File: config.mk
export PLATFORM = sky130hd
export DESIGN_NAME = flxobs_mul
export DESIGN_NICKNAME = d
export VERILOG_FILES = /design/src/hdl/flxobs_pkg.sv /design/src/hdl/flxobs_mul.sv
export SDC_FILE = /design/constraint.sdc
export NUM_CORES = 2
export LEC_CHECK = 0
export BUFFER_PORTS_ARGS = -buffer_cell sky130_fd_sc_hd__buf_4
export CAP_MARGIN = 20
export CORE_MARGIN = 3
export CORE_UTILIZATION = 55
export CTS_BUF_LIST = sky130_fd_sc_hd__clkbuf_4 sky130_fd_sc_hd__clkbuf_8
export DETAILED_ROUTE_END_ITERATION = 6
export PLACE_DENSITY = 0.8
export SYNTH_ARGS = -nofsm -noshare
export SYNTH_HDL_FRONTEND = slang
export SYNTH_SLANG_ARGS = --single-unit
File: constraint.sdc
create_clock -name clk -period 8.49 [get_ports clk]
set_input_delay 0 -clock clk [delete_from_list [all_inputs] [get_ports clk]]
set_output_delay 0 -clock clk [all_outputs]
set_load 0.02 [all_outputs]
File: src/hdl/flxobs_pkg.sv
// Shared types, constants, rounding and saturation helpers and the arctangent table for the flux observer.
package flxobs_pkg;

	// Limit bounds, iteration counts, the gain cap and the period reset value
	localparam int unsigned FLUX_LIMIT_MAX = 268435456;
	localparam int unsigned FLUX_LIMIT_MIN = 1048576;
	localparam int unsigned CORDIC_STEPS   = 24;
	localparam int unsigned DIV_STEPS      = 24;
	localparam logic [31:0] F_CAP          = 32'h7FFF_FFFF;
	localparam logic [15:0] PERIOD_RESET   = 16'd13422;

	typedef logic signed [71:0] wide_t;
	typedef logic signed [32:0] op_t;

	typedef enum logic [1:0] {
		MODE_NONE,
		MODE_ADAPT,
		MODE_CLAMP,
		MODE_ORTEGA
	} obs_mode_t;

	typedef enum logic [2:0] {
		REG_MODE,
		REG_RES,
		REG_LD,
		REG_LQ,
		REG_PERIOD,
		REG_NOMINAL,
		REG_LIM_GAIN,
		REG_ORT_GAIN
	} cfg_reg_t;

	typedef enum logic [5:0] {
		ST_IDLE,
		ST_AN1, ST_AN2, ST_AN3, ST_AN4, ST_AN5, ST_AN6, ST_AN7,
		ST_EA1, ST_EA2, ST_EA3, ST_EA4, ST_EA5,
		ST_TA1, ST_TA2, ST_CL,
		ST_OQ1, ST_OQ2, ST_OQ3, ST_OQ4, ST_ODIV, ST_OADJ,
		ST_OL1, ST_OL2, ST_OL3,
		ST_OF1, ST_ON1, ST_ON2, ST_ON3, ST_ON4,
		ST_OG1, ST_OG2, ST_OG3, ST_OG4, ST_OG5,
		ST_OC1, ST_OC2, ST_OC3, ST_OANG,
		ST_CSTART, ST_CWAIT, ST_DONE
	} seq_state_t;

	// Round a right shift to nearest, ties away from zero
	function automatic wide_t rnd_sh(input wide_t x, input int unsigned s);
		wide_t m;
		wide_t r;
		m = x[71] ? -x : x;
		r = (m + (wide_t'(1) <<< (s - 1))) >>> s;
		return x[71] ? -r : r;
	endfunction

	// Saturate to the signed 32-bit range
	function automatic logic signed [31:0] sat32(input wide_t x);
		if (x > 72'sd2147483647)
			return 32'sh7FFF_FFFF;
		if (x < -(72'sd2147483648))
			return 32'sh8000_0000;
		return x[31:0];
	endfunction

	// Arctangent of 2^-i, 2^32 per turn
	function automatic logic [31:0] atan_lut(input logic [4:0] i);
		case (i)
			5'd0:  return 32'd536870912;
			5'd1:  return 32'd316933406;
			5'd2:  return 32'd167458907;
			5'd3:  return 32'd85004756;
			5'd4:  return 32'd42667331;
			5'd5:  return 32'd21354465;
			5'd6:  return 32'd10679838;
			5'd7:  return 32'd5340245;
			5'd8:  return 32'd2670163;
			5'd9:  return 32'd1335087;
			5'd10: return 32'd667544;
			5'd11: return 32'd333772;
			5'd12: return 32'd166886;
			5'd13: return 32'd83443;
			5'd14: return 32'd41722;
			5'd15: return 32'd20861;
			5'd16: return 32'd10430;
			5'd17: return 32'd5215;
			5'd18: return 32'd2608;
			5'd19: return 32'd1304;
			5'd20: return 32'd652;
			5'd21: return 32'd326;
			5'd22: return 32'd163;
			5'd23: return 32'd81;
			default: return 32'd0;
		endcase
	endfunction

endpackage

File: src/hdl/flxobs_mul.sv
// Shared signed 33x33 multiplier with a registered product.
module flxobs_mul (
	input  logic                clk,
	input  logic signed [32:0]  a,
	input  logic signed [32:0]  b,
	output logic signed [65:0]  prod_q
);
	import flxobs_pkg::*;

	// Register every product
	always_ff @(posedge clk) begin
		prod_q <= a * b;
	end

endmodule

# Word-level counts from Yosys, hierarchy flattened
# Cells that the tools add are included.
[classes]
n_mul = 1
[op_table]
columns = ["cell", "count"]
rows = [
  ["33-bit by 33-bit multiplier with 66-bit output", 1],
]
[word_totals]
reg_bits = 66
inputBits = 67
out_inout_bits = 66
word_cells = 2

# Depth between registers and ports, before layout
[logic_depth]
word_depth = 1
ltp_mapped = 27
depth_no_buf = 26

# Worst setup path after synthesis
# No wires, ideal clock.
[synth_timing]
kind = "input-to-reg"
startpoint = "input port a[32]"
endpoint = "register prod_q[62]"
setup_time_ns = 0.079
arrival_time_ns = 7.157
required_time_ns = 8.411
path_slack_ns = 1.254
stages = 23
n_path_buf = 2
cell_sequence = "clkbuf_1 nand2_1 inv_1 fa_1 fa_1 fa_1 fa_1 fa_1 fa_1 fa_1 inv_1 fa_1 inv_1 ha_1 clkbuf_1 and3_1 nand3_1 nand2b_1 a2111oi_4 a211oi_4 a21o_2 a21o_1 a211oi_2"
[synth_between]
elab_chain_len = 1
[synth_lines]
columns = ["element", "line", "source"]
rows = [
  ["from (decl)", "flxobs_mul.sv:4", "input logic signed [32:0] a,"],
  ["33-bit by 33-bit multiplier with 66-bit output", "flxobs_mul.sv:12", "prod_q <= a * b;"],
  ["to (signal assigned)", "flxobs_mul.sv:12", ""],
  ["to (decl)", "flxobs_mul.sv:6", "output logic signed [65:0] prod_q"],
]
# No other way between the ends.

# Worst setup path in the final report
[layout_timing]
startpoint = "input port b[0]"
endpoint = "register prod_q[62]"
[layout_between]
elab_chain_len = 1
[layout_lines]
columns = ["element", "line", "source"]
rows = [
  ["from (decl)", "flxobs_mul.sv:5", "input logic signed [32:0] b,"],
  ["33-bit by 33-bit multiplier with 66-bit output", "flxobs_mul.sv:12", ""],
]
# No other way between the ends.

==> results_dict.tcl <==
set metrics [dict create \
    tritoncts "done" \
    fin_nets 5703 \
    vias 28915 \
    cp_common_cell "fa_1" \
    drt-total-wl_um 102000 \
    core_region_area_um2 73200 \
    syn-cell-area_um2 40700 \
    synth_enable_flop_cells 0 \
    io_pins 133 \
    min_period_ps 7970 \
    drive_gt1_frac 0.0465 \
    synth_top_family_by_area "adder cells" \
    finalHoldViolCount 0 \
    fmax_ghz 0.125 \
    seq_area_frac_synth 0.0324 \
    yosysWarnings 0 \
    placed_cell_area_um2 42200 \
    critical_path.slowest_cell "fa_1" \
    clk_path_buf_depth 2 \
    drc_errors 9 \
    grt_pass1_wl_um 170000 \
    crit_path_start "b[0]" \
    crit_arrival_ps 8340 \
    grt_overflow 0 \
    netlist_instances 4338 \
    cts_sinks 66 \
    synthMuxAreaShare 0 \
    worstPathRequired_ps 8860 \
    drt_iter0_drc 2053 \
    cts_made_buffers 9 \
    finalInstanceArea_um2 42400 \
    finalSetupTns_ps 0 \
    outcome "finished with violations" \
    largest_register_ffs 66 \
    die_h_um 278 \
    setup_violations 0 \
    worstSetupStartpointType "input pin" \
    fp.dieArea_um2 77400 \
    slowest_delay_ps 890 \
    slew_headroom 0.358 \
    async_reset_ff_frac 0 \
    final_max_slew_viol_count 0 \
    synthXorXnorAreaFrac 0.0146 \
    drv_cap 0 \
    initial_core_util 0.556 \
    cts_root_buf "clkbuf_8" \
    synth_compound_area_frac 0.0407 \
    cp-end-kind "register" \
    synth-adder-area-share 0.629 \
    crit_path_max_fanout 33 \
    viasPerCell 5.52 \
    ant_nets 0 \
    io_buffers 132 \
    grt_pass1_vias 31961 \
    clk_pin_slew_worst_paths_ps 110 \
    grt_usage 0.280 \
    setup.worst_path.class "in -> reg" \
    synth.avg_cell_area_um2 9.39 \
    cts_setup_buffers 0 \
    ys.flop_type "dfxtp_1" \
    whs_ps 97.9 \
    place_congestion 0.936 \
    dp_cells 5221 \
    tightest_slew_ps 963 \
    ys_ff_latch 66 \
    synth_simple_gate_area_frac 0.158 \
    die_w_um 278 \
    crit_chain "dlygate4sd3_1 > buf_4 > nand2_1 > inv_1 > fa_1 > fa_1 > fa_1 > inv_1 > fa_1 > fa_1 > fa_1 > fa_1 > fa_1 > inv_1 > ha_1 > and4_1 > nand3_1 > nand2b_1 > a2111oi_4 > a211oi_4 > a21o_2 > a21o_1 > a211oi_2" \
    cp-endpoint "prod_q[62]" \
    period_share 0.939 \
    rsz0062_at_grt "no" \
    area_growth_pct 4.14 \
    antenna_found_initial 3 \
    largest_registers "prod_q: 66 flops" \
    num_rows 99 \
    htree_num_levels 3 \
    first_pass_iters 7 \
    min_path_type "in -> reg" \
    routedWlPerCell_um 19.5 \
    synthesis.nets 5767 \
    dp_hpwl_um 83000 \
    violations "DRC" \
    synth.distinct_cells 80 \
    regMostFlops "prod_q" \
    grt_max_degree 34 \
    instances_no_fill 5241 \
]
[critical path: cells and delay by family]
family,cells,cell delay (ps)
buffers and inverters,5,1280
adder cells (fa/ha/maj),9,4940
AO/OA/AOI/OAI,5,1090
AND/OR/NAND/NOR,4,990
[kinds of logic (layout without fill, tap and decap cells)]
kind of cell,Yosys count,count (layout)
adders and majority gates,1362,1362
DFF,66,66
buffers and inverters,1352,1293
other,0,3
AOI/OAI and AO/OA,219,219
xor gates and xnor gates,68,68
and+or+nand+nor,1271,1271
[final cells by class]
type	count	area, um2
Fill cell	6165	30800
Clock inverter	6	90.1
Inverter	1131	4250
Multi-Input combinational cell	2920	34300
Clock buffer	10	138
Tap cell	959	1200
Sequential cell	66	1320
Timing Repair Buffer	146	1100
Antenna cell	3	7.51
[cell usage after synthesis, types with 8 or more instances]
cell	number	area [um2]
a21o_1	36	270
a21oi_1	57	285
a31oi_1	8	50.1
and2_1	562	3520
buf_2	11	55.1
clkbuf_1	208	781
dfxtp_1	66	1320
fa_1	1145	22900
ha_1	217	2720
inv_1	1131	4250
nand2_1	551	2070
nand2b_1	12	75.1
nand3_1	25	125
nand4_1	11	68.8
nor2_1	68	255
o21ai_0	25	125
o21bai_1	11	82.6
xnor2_1	43	377
xor2_1	25	219
[placed cells by master (no fill, tap or decap), types with 7 or more instances in the layout]
master	count
nor2_1	68
xor2_1	25
xnor2_1	43
and2_1	562
clkbuf_8	10
nand2_1	551
dfxtp_1	66
ha_1	217
o21bai_1	11
nand4_1	11
buf_4	145
a31oi_1	8
nand2b_1	12
fa_1	1145
inv_1	1131
a21o_1	36
o21ai_0	25
nand3_1	25
a21oi_1	57
a211oi_1	7
[layer usage]
layer / up-vias / share of wire / track usage
li1: 12211 / - / -
met1: 15062 / 0.37 / 0.359
met2: 1347 / 0.51 / 0.477
met3: 295 / 0.080 / 0.0460
met4: 0 / 0.048 / 0.118
met5: - / 0 / 0
[worst min-delay path by stage]
stage,from,endpoint,cells after the start
6_report,a[0],prod_q[0],2
5_1_grt,a[0],prod_q[0],2
4_1_cts,a[0],prod_q[0],2
3_5_place_dp,prod_q[16],prod_q[16],1
3_3_place_gp,prod_q[43],prod_q[43],1
2_1_floorplan,a[0],prod_q[0],1
[metrics by stage]
step / utilization / setup slack, ps
finish: 0.579 / 519
global route: 0.579 / 144
CTS: 0.579 / 579
detailed placement: 0.576 / 673
global placement: 0.576 / 757
floorplan: - / 1250
[what timing repair did]
item,in CTS,in global routing
endpoints found under the hold margin,1,0
hold buffers,1,0
setup endpoints to repair,0,1
gates resized for setup,0,1
Power is not shown: default switching activity piles up to over one toggle a cycle in this logic, so the estimate is an artifact.
