--- src/hdl/flxobs_pkg.sv ---
// Shared types, constants, rounding and saturation helpers and the arctangent table for the flux observer.
package flxobs_pkg;

	// Limit bounds, iteration counts, the gain cap and the period reset value
	localparam int unsigned FLUX_LIMIT_MAX = 268435456;
	localparam int unsigned FLUX_LIMIT_MIN = 1048576;
	localparam int unsigned CORDIC_STEPS   = 24;
	localparam int unsigned DIV_STEPS      = 24;
	localparam logic [31:0] F_CAP          = 32'h7FFF_FFFF;
	localparam logic [15:0] PERIOD_RESET   = 16'd13422;

	typedef logic signed [71:0] wide_t;
	typedef logic signed [32:0] op_t;

	typedef enum logic [1:0] {
		MODE_NONE,
		MODE_ADAPT,
		MODE_CLAMP,
		MODE_ORTEGA
	} obs_mode_t;

	typedef enum logic [2:0] {
		REG_MODE,
		REG_RES,
		REG_LD,
		REG_LQ,
		REG_PERIOD,
		REG_NOMINAL,
		REG_LIM_GAIN,
		REG_ORT_GAIN
	} cfg_reg_t;

	typedef enum logic [5:0] {
		ST_IDLE,
		ST_AN1, ST_AN2, ST_AN3, ST_AN4, ST_AN5, ST_AN6, ST_AN7,
		ST_EA1, ST_EA2, ST_EA3, ST_EA4, ST_EA5,
		ST_TA1, ST_TA2, ST_CL,
		ST_OQ1, ST_OQ2, ST_OQ3, ST_OQ4, ST_ODIV, ST_OADJ,
		ST_OL1, ST_OL2, ST_OL3,
		ST_OF1, ST_ON1, ST_ON2, ST_ON3, ST_ON4,
		ST_OG1, ST_OG2, ST_OG3, ST_OG4, ST_OG5,
		ST_OC1, ST_OC2, ST_OC3, ST_OANG,
		ST_CSTART, ST_CWAIT, ST_DONE
	} seq_state_t;

	// Round a right shift to nearest, ties away from zero
	function automatic wide_t rnd_sh(input wide_t x, input int unsigned s);
		wide_t m;
		wide_t r;
		m = x[71] ? -x : x;
		r = (m + (wide_t'(1) <<< (s - 1))) >>> s;
		return x[71] ? -r : r;
	endfunction

	// Saturate to the signed 32-bit range
	function automatic logic signed [31:0] sat32(input wide_t x);
		if (x > 72'sd2147483647)
			return 32'sh7FFF_FFFF;
		if (x < -(72'sd2147483648))
			return 32'sh8000_0000;
		return x[31:0];
	endfunction

	// Arctangent of 2^-i, 2^32 per turn
	function automatic logic [31:0] atan_lut(input logic [4:0] i);
		case (i)
			5'd0:  return 32'd536870912;
			5'd1:  return 32'd316933406;
			5'd2:  return 32'd167458907;
			5'd3:  return 32'd85004756;
			5'd4:  return 32'd42667331;
			5'd5:  return 32'd21354465;
			5'd6:  return 32'd10679838;
			5'd7:  return 32'd5340245;
			5'd8:  return 32'd2670163;
			5'd9:  return 32'd1335087;
			5'd10: return 32'd667544;
			5'd11: return 32'd333772;
			5'd12: return 32'd166886;
			5'd13: return 32'd83443;
			5'd14: return 32'd41722;
			5'd15: return 32'd20861;
			5'd16: return 32'd10430;
			5'd17: return 32'd5215;
			5'd18: return 32'd2608;
			5'd19: return 32'd1304;
			5'd20: return 32'd652;
			5'd21: return 32'd326;
			5'd22: return 32'd163;
			5'd23: return 32'd81;
			default: return 32'd0;
		endcase
	endfunction

endpackage

--- src/hdl/flxobs_cordic.sv ---
// Iterative CORDIC vectoring unit: angle of (x, y), one step per cycle.
module flxobs_cordic (
	input  logic                clk,
	input  logic                arst_n,
	input  logic                start,
	input  logic signed [32:0]  x_in,
	input  logic signed [32:0]  y_in,
	output logic                done,
	output logic [15:0]         angle
);
	import flxobs_pkg::*;

	logic signed [35:0] x_q, y_q, dx, dy;
	logic [31:0]        z_q;
	logic [4:0]         step_q;
	logic               run_q, done_q;

	assign dx    = y_q >>> step_q;
	assign dy    = x_q >>> step_q;
	assign done  = done_q;
	assign angle = z_q[31:16];

	// Control: run for a fixed count of rotations, or finish without rotating on a zero vector
	always_ff @(posedge clk or negedge arst_n) begin
		if (!arst_n) begin
			run_q  <= 1'b0;
			done_q <= 1'b0;
			step_q <= '0;
		end else begin
			done_q <= 1'b0;
			if (start) begin
				step_q <= '0;
				if (x_in == '0 && y_in == '0) begin
					run_q  <= 1'b0;
					done_q <= 1'b1;
				end else begin
					run_q <= 1'b1;
				end
			end else if (run_q) begin
				step_q <= step_q + 5'd1;
				if (step_q == 5'(CORDIC_STEPS - 1)) begin
					run_q  <= 1'b0;
					done_q <= 1'b1;
				end
			end
		end
	end

	// Datapath: fold into the right half plane, then rotate toward y = 0
	always_ff @(posedge clk) begin
		if (start) begin
			if (x_in == '0 && y_in == '0) begin
				x_q <= '0;
				y_q <= '0;
				z_q <= '0;
			end else if (x_in[32]) begin
				x_q <= -36'(x_in);
				y_q <= -36'(y_in);
				z_q <= 32'h8000_0000;
			end else begin
				x_q <= 36'(x_in);
				y_q <= 36'(y_in);
				z_q <= '0;
			end
		end else if (run_q) begin
			if (!y_q[35]) begin
				x_q <= x_q + dx;
				y_q <= y_q - dy;
				z_q <= z_q + atan_lut(step_q);
			end else begin
				x_q <= x_q - dx;
				y_q <= y_q + dy;
				z_q <= z_q - atan_lut(step_q);
			end
		end
	end

endmodule

--- config.mk ---
export PLATFORM = sky130hd
export DESIGN_NAME = flxobs_cordic
export DESIGN_NICKNAME = d
export VERILOG_FILES = /design/src/hdl/flxobs_pkg.sv /design/src/hdl/flxobs_cordic.sv
export SDC_FILE = /design/constraint.sdc
export NUM_CORES = 1
export LEC_CHECK = 0
export ABC_CLOCK_PERIOD_IN_PS = 8900
export BUFFER_PORTS_ARGS = -buffer_cell sky130_fd_sc_hd__buf_2
export CAP_MARGIN = 20
export CORE_UTILIZATION = 49
export DETAILED_ROUTE_END_ITERATION = 10
export PLACE_DENSITY = 0.66
export SKIP_LAST_GASP = 1
export SLEW_MARGIN = 15
export SYNTH_ARGS = -nofsm -noshare
export SYNTH_HDL_FRONTEND = slang
export SYNTH_SLANG_ARGS = --single-unit
--- constraint.sdc ---
create_clock -name clk -period 8.9 [get_ports clk]
set_clock_uncertainty 0.1 [all_clocks]
set_input_delay 1.78 -clock clk [delete_from_list [all_inputs] [get_ports clk]]
set_output_delay 1.78 -clock clk [all_outputs]
set_load 0.005 [all_outputs]
# ---- Word-level counts from Yosys, hierarchy flattened
# Memory sizes are Yosys's and may differ from the RTL's.
# Cells that the tools add are included.
dict set report word_totals {
  regBits 111
  latchBits 0
  mem_bits_rw 0
  mem_bits_ro 1920
  wordCells 55
  memories 2
}
dict set report classes {
  addsub 9
  n_mul 0
  div 0
  magnitude_cmp 0
  n_eq_ne 1
  shift 2
  n_mux 31
  bitwise_logic 0
  n_reduce_logical 4
}
# name depth word_bits read_ports rd_ports_with_merged_regs wr line_no
set memory_table {}
lappend memory_table {{(no name shown)} 32 30 1 0 0 flxobs_pkg.sv:66} ;# case (i)
lappend memory_table {{(no name shown)} 32 30 1 0 0 flxobs_pkg.sv:66}
# operator n
set op_table {}
lappend op_table {{$mux W36} 10}
lappend op_table {{$mux W32} 11}
lappend op_table {{$add A36 B36 Y36} 2}
lappend op_table {{$neg A33 Y36} 2}
lappend op_table {{$sshr A36 B5 Y36} 2}
lappend op_table {{$sub A36 B36 Y36} 2}
lappend op_table {{$logic_not A33 Y1} 2}
lappend op_table {{$add A32 B32 Y32} 1}
lappend op_table {{$sub A32 B32 Y32} 1}
lappend op_table {{$mux W5} 2}
lappend op_table {{$mux W1} 8}
lappend op_table {{$add A5 B1 Y5 const B} 1}
lappend op_table {{$eq A5 B5 Y1 const B} 1}
lappend op_table {{$reduce_bool A2 Y1} 1}
lappend op_table {{$logic_and A1 B1 Y1} 1}

# ---- Longest topological paths before layout
# Gate-level depths: netlist of the first run.
# An unclocked memory read counts as a cell.
dict set report depth {
  ltp_word 8
  depth_mapped 29
  ltp_nobuf 23
}

# ---- Worst setup path before layout of the first run
# No wires, ideal clock.
dict set report synth_timing {
  path_type {register -> register}
  from {reg step_q[1]}
  to {reg z_q[22] (data pin)}
  arrival_time_ns 5.788
  required_ns 8.540
  slack_ns 2.752
  stages_incl_launch_ff 27
  path_buffers 3
  period_less_slack_ns 6.148
  path_cell_list {dfrtp_1 -> inv_2 -> buf_1 -> clkbuf_1 -> ha_1 -> clkbuf_1 -> nor2b_1 -> nor3_1 -> a2111oi_0 -> o22a_1 -> nand2_1 -> nor2_1 -> nand2_1 -> nor2_1 -> nor2_1 -> xnor2_1 -> ha_1 -> a21o_1 -> a21o_1 -> a21oi_1 -> o21ai_0 -> a2111oi_0 -> o31ai_1 -> a21o_1 -> a21o_1 -> a31oi_1 -> mux2_2}
}
dict set report synth_between {
  elab_chain_cells 8
}
# item line_no
set synth_rtl {}
lappend synth_rtl {{start, declared} flxobs_cordic.sv:15} ;# logic [4:0] step_q;
lappend synth_rtl {{start signal, assigned} flxobs_cordic.sv:40} ;# step_q <= step_q + 5'd1;
lappend synth_rtl {{$mem_v2 Z32 W30} n/a}
lappend synth_rtl {{$mux W32} flxobs_cordic.sv:66} ;# if (!y_q[35]) begin
lappend synth_rtl {{$mux W32} flxobs_cordic.sv:65} ;# end else if (run_q) begin
lappend synth_rtl {{$mux W32} flxobs_cordic.sv:51} ;# if (start) begin
lappend synth_rtl {{$add A32 B32 Y32 / $sub A32 B32 Y32 (equally long branches)} {flxobs_cordic.sv:69, flxobs_cordic.sv:73}}
lappend synth_rtl {{$mux W32 (*)} flxobs_cordic.sv:66}
lappend synth_rtl {{$mux W32 (*)} flxobs_cordic.sv:65}
lappend synth_rtl {{$mux W32 (*)} flxobs_cordic.sv:51}
lappend synth_rtl {{end signal, assigned} flxobs_cordic.sv:69} ;# z_q <= z_q + atan_lut(step_q);
lappend synth_rtl {{end signal, assigned} flxobs_cordic.sv:73} ;# z_q <= z_q - atan_lut(step_q);
lappend synth_rtl {{end, declared} flxobs_cordic.sv:14} ;# logic [31:0] z_q;
# Every way passes the cells marked *; elsewhere a longest branch is shown, timed or not. The select of a mux whose other input is x is not followed.
# A chain may end at the register's enable or synchronous reset.

# ---- Worst setup path after layout of the first run
dict set report layout_timing {
  from {reg step_q[3]}
  to {reg x_q[34] (data pin)}
}
dict set report layout_between {
  elab_chain_cells 5
}
# item line_no
set layout_rtl {}
lappend layout_rtl {{$sshr A36 B5 Y36 (*)} flxobs_cordic.sv:18} ;# assign dx = y_q >>> step_q;
lappend layout_rtl {{$add A36 B36 Y36 / $sub A36 B36 Y36 (equally long branches)} {flxobs_cordic.sv:67, flxobs_cordic.sv:71}}
lappend layout_rtl {{$mux W36 (*)} flxobs_cordic.sv:66}
lappend layout_rtl {{$mux W36 (*)} flxobs_cordic.sv:65}
lappend layout_rtl {{$mux W36 (*)} flxobs_cordic.sv:51}
lappend layout_rtl {{end signal, assigned} flxobs_cordic.sv:57} ;# x_q <= -36'(x_in);
lappend layout_rtl {{end signal, assigned} flxobs_cordic.sv:67} ;# x_q <= x_q + dx;
lappend layout_rtl {{end signal, assigned} flxobs_cordic.sv:71} ;# x_q <= x_q - dx;
lappend layout_rtl {{end, declared} flxobs_cordic.sv:13} ;# logic signed [35:0] x_q, y_q, dx, dy;
# Marked as above.

==> run summary, run 1 <==
Status = finished, final reports clean
Async S/R FF share, synth = 0.06306
Total GRT Usage = 0.3240
Maxcap violations = 0
Post-Syn Nets = 2389
Initial Util = 0.4973
Post-place instance area = 0.01923 mm²
CTS Hold Buffers Added = 0
Worst setup EP type = flip-flop
Minimum clock period after layout = 7.511 ns
PostCTS Resize Cnt = 0
Register bit count reported by yosys = 111
Synth Instances = 2203
Max_slew headroom = 0.3300
Die Width = 197.3 µm
Final hold viol count = 0
Global route total overflow = 0
Routed via count = 17960
FMAX = 0.1331 GHz
GPL Wtd Cong = 1.022
Req. time, crit path = 8.99 ns
Nets = 2364
TritonCTS clock tree = done
RSZ-0062 raised after global routing = no
Least-Margin Pin Slew = 1.001 ns
Routed Antenna Nets = 0
Most frequent cells in the layout = nor2_1 (209), nand2_1 (185), a21oi_1 (160)
Core area = 0.03758 mm²
Setup Viol. Count Final = 0
Synthesized area = 0.01869 mm²
Period utilization = 0.8439
Top FF cell, synth = edfxtp_1
Via density = 6.663
Worst-path maximum fanout = 67
Share of the synthesized area in the top cell type = 0.1671
Io pins = 86
Largest cells by area after synthesis = edfxtp_1 (17%), mux4_2 (11%), ha_1 (7.6%)
Slew Viols, Final = 0
Number of port buffers = 85
Worst-Skew Late Latency = 0.43 ns
Clock sinks = 111
Vias in the first global route = 17010
# fillers = 3568
Worst hold-check path type = reg -> reg
Die ar. = 0.03892 mm²
Syn. warnings = 0
Starting DRT DRC Count = 1608
Share of post-route cells with drive strength above 1 = 0.1338
Layout area overhead = 4.600%
Post-CTS Setup Bufs = 0
Fin area = 0.01955 mm²
Initial antenna violation count = 0
Drt pass-1 iters = 6
Root cell of the clock tree = clkbuf_16
Syn avg cell area = 8.482 µm²
Sequential area share after synthesis = 0.1765
Reg clk slew, reported paths = 0.08 ns
DRC errors left = 0
WS Path Type = reg -> reg
Total negative slack = 0 ns
Worst setup SP type = flip-flop
Number of flops mapped to enable cells by yosys = 104
Fin util = 0.5201
First-pass GRT wire length = 96820 µm
WL per Instance = 23.25 µm
Detailed Route WL = 62650 µm
Commonest non-fill, non-tap cell in the layout = nor2_1
Synth cell types = 92
Post-DP HPWL = 47650 µm
Chip height = 197.3 µm
# rows = 71
Largest area contributor in the netlist = edfxtp_1
Total CTS buffers = 9
Maximum root-to-sink buffer count = 2
CTS H-tree lvls = 3
Largest net degree at the start of global routing = 68
Critical path arrival = 7.60 ns
==> routing by layer <==
layer,track usage,part of all wire
met5,0.007663,0
met4,0.1866,0.058
met3,0.06112,0.075
met2,0.5121,0.46
met1,0.4129,0.41
==> cells in the mapped netlist (24+ instances only) <==
| master | instances |
|---|---|
| a21o_1 | 43 |
| xnor2_1 | 110 |
| xor2_1 | 118 |
| o21ai_0 | 132 |
| inv_1 | 55 |
| edfxtp_1 | 104 |
| nor3_1 | 32 |
| o21a_1 | 24 |
| a21oi_1 | 160 |
| or3_1 | 28 |
| mux2i_1 | 102 |
| nand3_1 | 30 |
| clkbuf_1 | 68 |
| mux4_2 | 94 |
| o31ai_1 | 28 |
| buf_2 | 39 |
| a31oi_1 | 42 |
| nand2_1 | 185 |
| nor2_1 | 209 |
| ha_1 | 114 |
| o22ai_1 | 90 |
==> path summary, 6_finish.rpt <==
check / from / endpoint / slack (ns) / depth (start not counted)
max: step_q[3]$_DFFE_PN0P_ / x_q[34]$_DFFE_PP_ / 1.39 / 20
min: run_q$_DFF_PN0_ / step_q[2]$_DFFE_PN0P_ / 0.60 / 1
max reg2reg: step_q[3]$_DFFE_PN0P_ / x_q[34]$_DFFE_PP_ / 1.39 / 20
min reg2reg: run_q$_DFF_PN0_ / step_q[2]$_DFFE_PN0P_ / 0.60 / 1
max in group asynchronous: arst_n / step_q[2]$_DFFE_PN0P_ / 7.42 / 1
min in group asynchronous: arst_n / done$_DFF_PN0_ / 1.09 / 1
==> cells by family (layout without fill, tap and decap cells) <==
| kind of cell | Yosys count | in the layout | synth area share |
|---|---|---|---|
| AOI/OAI and AO/OA | 675 | 675 | 0.2333 |
| xor gates and xnor gates | 229 | 229 | 0.1081 |
| adders and majority gates | 117 | 117 | 0.07955 |
| buffers and inverters | 210 | 190 | 0.05344 |
| DFF | 111 | 111 | 0.1765 |
| muxes | 222 | 222 | 0.1860 |
| other | 0 | 1 | 0 |
| and+or+nand+nor | 639 | 639 | 0.1631 |
==> critical path, cell delays in order, from the launching register on <==
cell	delay, ns
dfrtp_4	1.03
inv_1	0.50
nand2_1	0.84
o22ai_1	0.37
a31oi_1	0.40
nand3_1	0.30
or3_1	0.59
nor2_1	0.21
a21oi_1	0.10
xor2_1	0.18
ha_1	0.36
a21o_1	0.18
a21o_1	0.18
a211oi_1	0.25
o21a_1	0.19
o21ai_0	0.09
a31oi_1	0.29
o21ai_0	0.20
o41ai_1	0.41
o21ai_0	0.18
mux2_2	0.29
==> state kept, by name, summed over array words and instances (netlist names) <==
name / cells
run_q: 1
z_q: 32
done: 1
y_q: 36
x_q: 36
step_q: 5
==> metrics by stage <==
step | setup slack, ns | hold slack, ns | std cells
4_1_cts | 1.558 | 0.6048 | 2693
3_5_place_dp | 1.613 | 0.5853 | 2677
5_1_grt | 0.9046 | 0.6436 | 2694
3_3_place_gp | 1.692 | 0.5698 | 2677
2_1_floorplan | 2.752 | 0.5732 | 2203
6_report | 1.389 | 0.5995 | 2695
==> area by class of cell <==
class	count	area (µm²)	area share
Tap cell	511	639.4	0.03271
Antenna cell	1	2.502	0.0001280
Multi-Input combinational cell	1882	14400	0.7369
Sequential cell	111	3314	0.1696
Clock inverter	6	67.56	0.003457
Timing Repair Buffer	117	665.6	0.03406
Inverter	57	214.0	0.01095
Clock buffer	10	239.0	0.01223
Power of run 1 is left out: the tool's default activity adds up to more than one toggle a clock period on the data nets, which glitch-free logic cannot reach.
==> run 2: changes to the inputs <==
--- a/config.mk
+++ b/config.mk
@@ -5,12 +5,13 @@
 export SDC_FILE = /design/constraint.sdc
 export NUM_CORES = 1
 export LEC_CHECK = 0
-export ABC_CLOCK_PERIOD_IN_PS = 8900
+export ABC_AREA = 1
+export ABC_CLOCK_PERIOD_IN_PS = 6200
 export BUFFER_PORTS_ARGS = -buffer_cell sky130_fd_sc_hd__buf_2
 export CAP_MARGIN = 20
 export CORE_UTILIZATION = 49
 export DETAILED_ROUTE_END_ITERATION = 10
-export PLACE_DENSITY = 0.66
+export PLACE_DENSITY = 0.68
 export SKIP_LAST_GASP = 1
 export SLEW_MARGIN = 15
 export SYNTH_ARGS = -nofsm -noshare
==> constraint.sdc (replaced) <==
create_clock -name clk -period 6.2 [get_ports clk]
set_clock_uncertainty 0.1 [all_clocks]
set_input_delay 1.24 -clock clk [delete_from_list [all_inputs] [get_ports clk]]
set_output_delay 1.24 -clock clk [all_outputs]
set_load 0.005 [all_outputs]
==> run 2 against run 1 <==
  * Sequential share of layout area fell by 0.18 points
  * Cell count rose by 35%
  * Flip-flop and latch count did not move
  * Area after synthesis barely moved
  * Die area barely moved
  * Via count rose by 20%
  * Design area rose by 0.72%
  * Count of clock-buffer cells in the layout fell by 1
  * Register-to-register slack got worse by 0.87 ns
  * Core utilization rose by 0.37 points
  * Worst hold slack got worse by 0.098 ns
  * Synthesized cell count rose by 42%
  * Critical path type unchanged
==> run summary, run 2 <==
Via density = 5.913 (-11%)
Root cell of the clock tree = clkbuf_16
Share of the synthesized area in the top cell type = 0.1763 (+0.009134)
Register bit count reported by yosys = 111 (unchanged)
Post-Synth XOR/XNOR Area = 0.07167 (-0.03640)
# fillers = 4002 (+12%)
Commonest non-fill, non-tap cell in the layout = nand2_1
Hold path startpoint = run_q$_DFF_PN0_
Chip height = 197.3 µm (about the same)
GPL Wtd Cong = 1.062 (+4.0%)
Post-DP HPWL = 56950 µm (+20%)
Global route total overflow = 0 (unchanged)
M1 GR Usage = 0.5076 (+0.09468)
Number of flops mapped to enable cells by yosys = 104 (unchanged)
Synthesized area = 0.01870 mm² (about the same)
Largest net degree at the start of global routing = 71 (+4.4%)
Vias in the first global route = 19840 (+17%)
WS Path Type = reg -> reg
Io pins = 86 (unchanged)
Worst setup EP type = flip-flop
Req. time, crit path = 6.30 ns (-2.69 ns)
Slew Viols, Final = 0 (unchanged)
Worst setup SP type = flip-flop
Hold Path End = done$_DFF_PN0_
Least-Margin Pin Slew = 1.056 ns (+0.05489 ns)
FMAX = 0.1762 GHz (+32%)
R2r startpoint = step_q[1]$_DFFE_PN0P_
Most frequent cells in the layout = nand2_1 (878), nand3_1 (424), nor2_1 (270)
First-pass GRT wire length = 109900 µm (+13%)
Synth cell types = 57 (-38%)
Top-count cell post-synth = nand2_1
# rows = 71 (unchanged)
Clock sinks = 111 (unchanged)
Number of port buffers = 85 (unchanged)
Reg clk slew, reported paths = 0.10 ns (+0.02 ns)
Initial Util = 0.4976 (about the same)
CTS H-tree lvls = 3 (unchanged)
Core area = 0.03758 mm² (unchanged)
Worst-path maximum fanout = 65 (-3.0%)
Die Width = 197.3 µm (about the same)
Hold Crit Depth = 2 (+1)
Starting DRT DRC Count = 2444 (+52%)
Global route hottest layer = met2
Routed Antenna Nets = 0 (unchanged)
Detailed Route WL = 70810 µm (+13%)
Die ar. = 0.03894 mm² (about the same)
Status = finished, final reports clean
Largest area contributor in the netlist = nand2_1
Post-Synth Adder-Cell Area = 0.07950 (about the same)
Post-CTS Setup Bufs = 0 (unchanged)
TritonCTS clock tree = done
Share of post-route cells with drive strength above 1 = 0.08786 (-0.04590)
Compound-Gate Fraction of Synth Area = 0.1637 (-0.06960)
Largest cells by area after synthesis = nand2_1 (18%), edfxtp_1 (17%), nand3_1 (11%)
Largest family of logic cells by synthesized area = simple AND/OR/NAND/NOR gates
Initial antenna violation count = 1 (+1)
Seq. cell area = 0.003302 mm² (-0.38%)
Setup Viol. Count Final = 0 (unchanged)
Max_slew headroom = 0.2958 (-0.03413)
Post-Syn Nets = 3309 (+39%)
Top cells by instance count after synthesis = nand2_1 (878), nand3_1 (424), inv_1 (270), nor2_1 (270), a21oi_1 (198)
Multi-input logic area = 0.01359 mm² (-5.6%)
Reg2reg path depth = 27 (+35%)
Mux cell area share after synthesis = 0.0005354 (-0.1855)
Met3 usage = 0.06403 (+0.002903)
Nets = 3311 (+40%)
Sequential area share after synthesis = 0.1764 (about the same)
Total negative slack = 0 ns (unchanged)
R2R setup slack = 0.52 ns (-0.87 ns)
WL per Instance = 19.44 µm (-16%)
Largest registers = x_q (36), y_q (36), z_q (32)
Worst hold-check path type = reg -> reg
Final hold viol count = 0 (unchanged)
Maximum root-to-sink buffer count = 2 (unchanged)
Worst-Skew Late Latency = 0.43 ns (about the same)
Maxcap violations = 0 (unchanged)
Syn. warnings = 0 (unchanged)
Period utilization = 0.9155 (+0.07157)
Simple-Gate Fraction of Synth Area = 0.4116 (+0.2484)
RSZ-0062 raised after global routing = no
Top FF cell, synth = edfxtp_1
Total CTS buffers = 9 (unchanged)
DRC errors left = 0 (unchanged)
Layout area overhead = 5.287%
Synth Instances = 3123 (+42%)
Critical path arrival = 5.78 ns (-1.82 ns)
PostCTS Resize Cnt = 0 (unchanged)
Minimum clock period after layout = 5.676 ns (-1.835 ns)
Routed via count = 21530 (+20%)
Async S/R FF share, synth = 0.06306 (unchanged)
Drt pass-1 iters = 6 (unchanged)
CTS Hold Buffers Added = 0 (unchanged)
Syn avg cell area = 5.987 µm² (-29%)
RR Endpoint = x_q[35]$_DFFE_PP_
Grt met2 use = 0.5630 (+0.05086)
Total GRT Usage = 0.3655 (+0.04148)
-- run 2: cell count changes after synthesis, moves of 38 or more --
cell / change
a21oi_1: +38
inv_1: +215
mux2i_1: -101
mux4_2: -94
nand2_1: +693
nand2_2: +43
nand3_1: +394
nor2_1: +61
o21ai_0: +65
o22ai_1: -63
xnor2_1: -67
-- run 2: worst max-delay path by stage --
stage                          startpoint  slack (ns)                end  cells past startpoint
floorplan           step_q[0]$_DFFE_PN0P_        1.88  y_q[32]$_DFFE_PP_                     34
global placement    step_q[1]$_DFFE_PN0P_        0.79  x_q[32]$_DFFE_PP_                     25
detailed placement  step_q[2]$_DFFE_PN0P_        0.74  y_q[29]$_DFFE_PP_                     28
CTS                 step_q[2]$_DFFE_PN0P_        0.72  y_q[29]$_DFFE_PP_                     28
global route        step_q[2]$_DFFE_PN0P_        0.09  y_q[31]$_DFFE_PP_                     27
finish              step_q[1]$_DFFE_PN0P_        0.52  x_q[35]$_DFFE_PP_                     27
-- run 2: final cells by class --
| cell class | instances | area share |
|---|---|---|
| Clock buffer | 9 | 0.01144 |
| Antenna cell | 1 | 0.0001271 |
| Tap cell | 511 | 0.03248 |
| Sequential cell | 111 | 0.1677 |
| Inverter | 302 | 0.05771 |
| Multi-Input combinational cell | 2579 | 0.6905 |
| Timing Repair Buffer | 122 | 0.03636 |
| Clock inverter | 7 | 0.003687 |
-- run 2: worst max-delay path: stages, from the launching register on --
cell	delay (ns)
dfrtp_2	0.41
buf_4	0.61
nand3_1	0.23
nand3_1	0.17
nand3_1	0.15
nand3_1	0.20
nand2_1	0.11
inv_2	0.07
ha_1	0.16
nand2_1	0.10
nor2_2	0.13
nand2_2	0.11
nor2_8	0.20
nor2_1	0.09
nor2_1	0.12
xor2_1	0.09
ha_1	0.38
nand2_1	0.14
nor2_1	0.48
nand2_1	0.15
a21oi_1	0.48
o21ai_0	0.16
nand3_1	0.19
nand3_1	0.09
nand2_1	0.09
nand3_1	0.08
nand2_1	0.07
nor2_1	0.05
-- run 2: logic make-up after synthesis --
kind of cell	count (synthesis)
adders and majority gates	117
xor gates and xnor gates	153
buffers and inverters	433
AOI/OAI and AO/OA	550
and+or+nand+nor	1758
DFF	111
muxes	1
-- run 2: layer usage --
metal | share of wire | routed length [µm]
met5 | 0 | 0
met4 | 0.035 | 2458
met3 | 0.090 | 6350
met2 | 0.43 | 30450
met1 | 0.45 | 31550
-- run 2: per-stage QoR --
step,area [µm²],utilization,cells,hold slack (ns),setup WS [ns]
after global placement,19380,0.5159,3625,0.4760,0.7906
after CTS,19680,0.5238,3641,0.4939,0.7210
after floorplan,18700,-,3123,0.4411,1.878
final,19690,0.5239,3642,0.5013,0.5239
after global routing,19680,0.5238,3641,0.5267,0.08867
after detailed placement,19380,0.5159,3625,0.4818,0.7379
Power of run 2 is left out for the same reason.
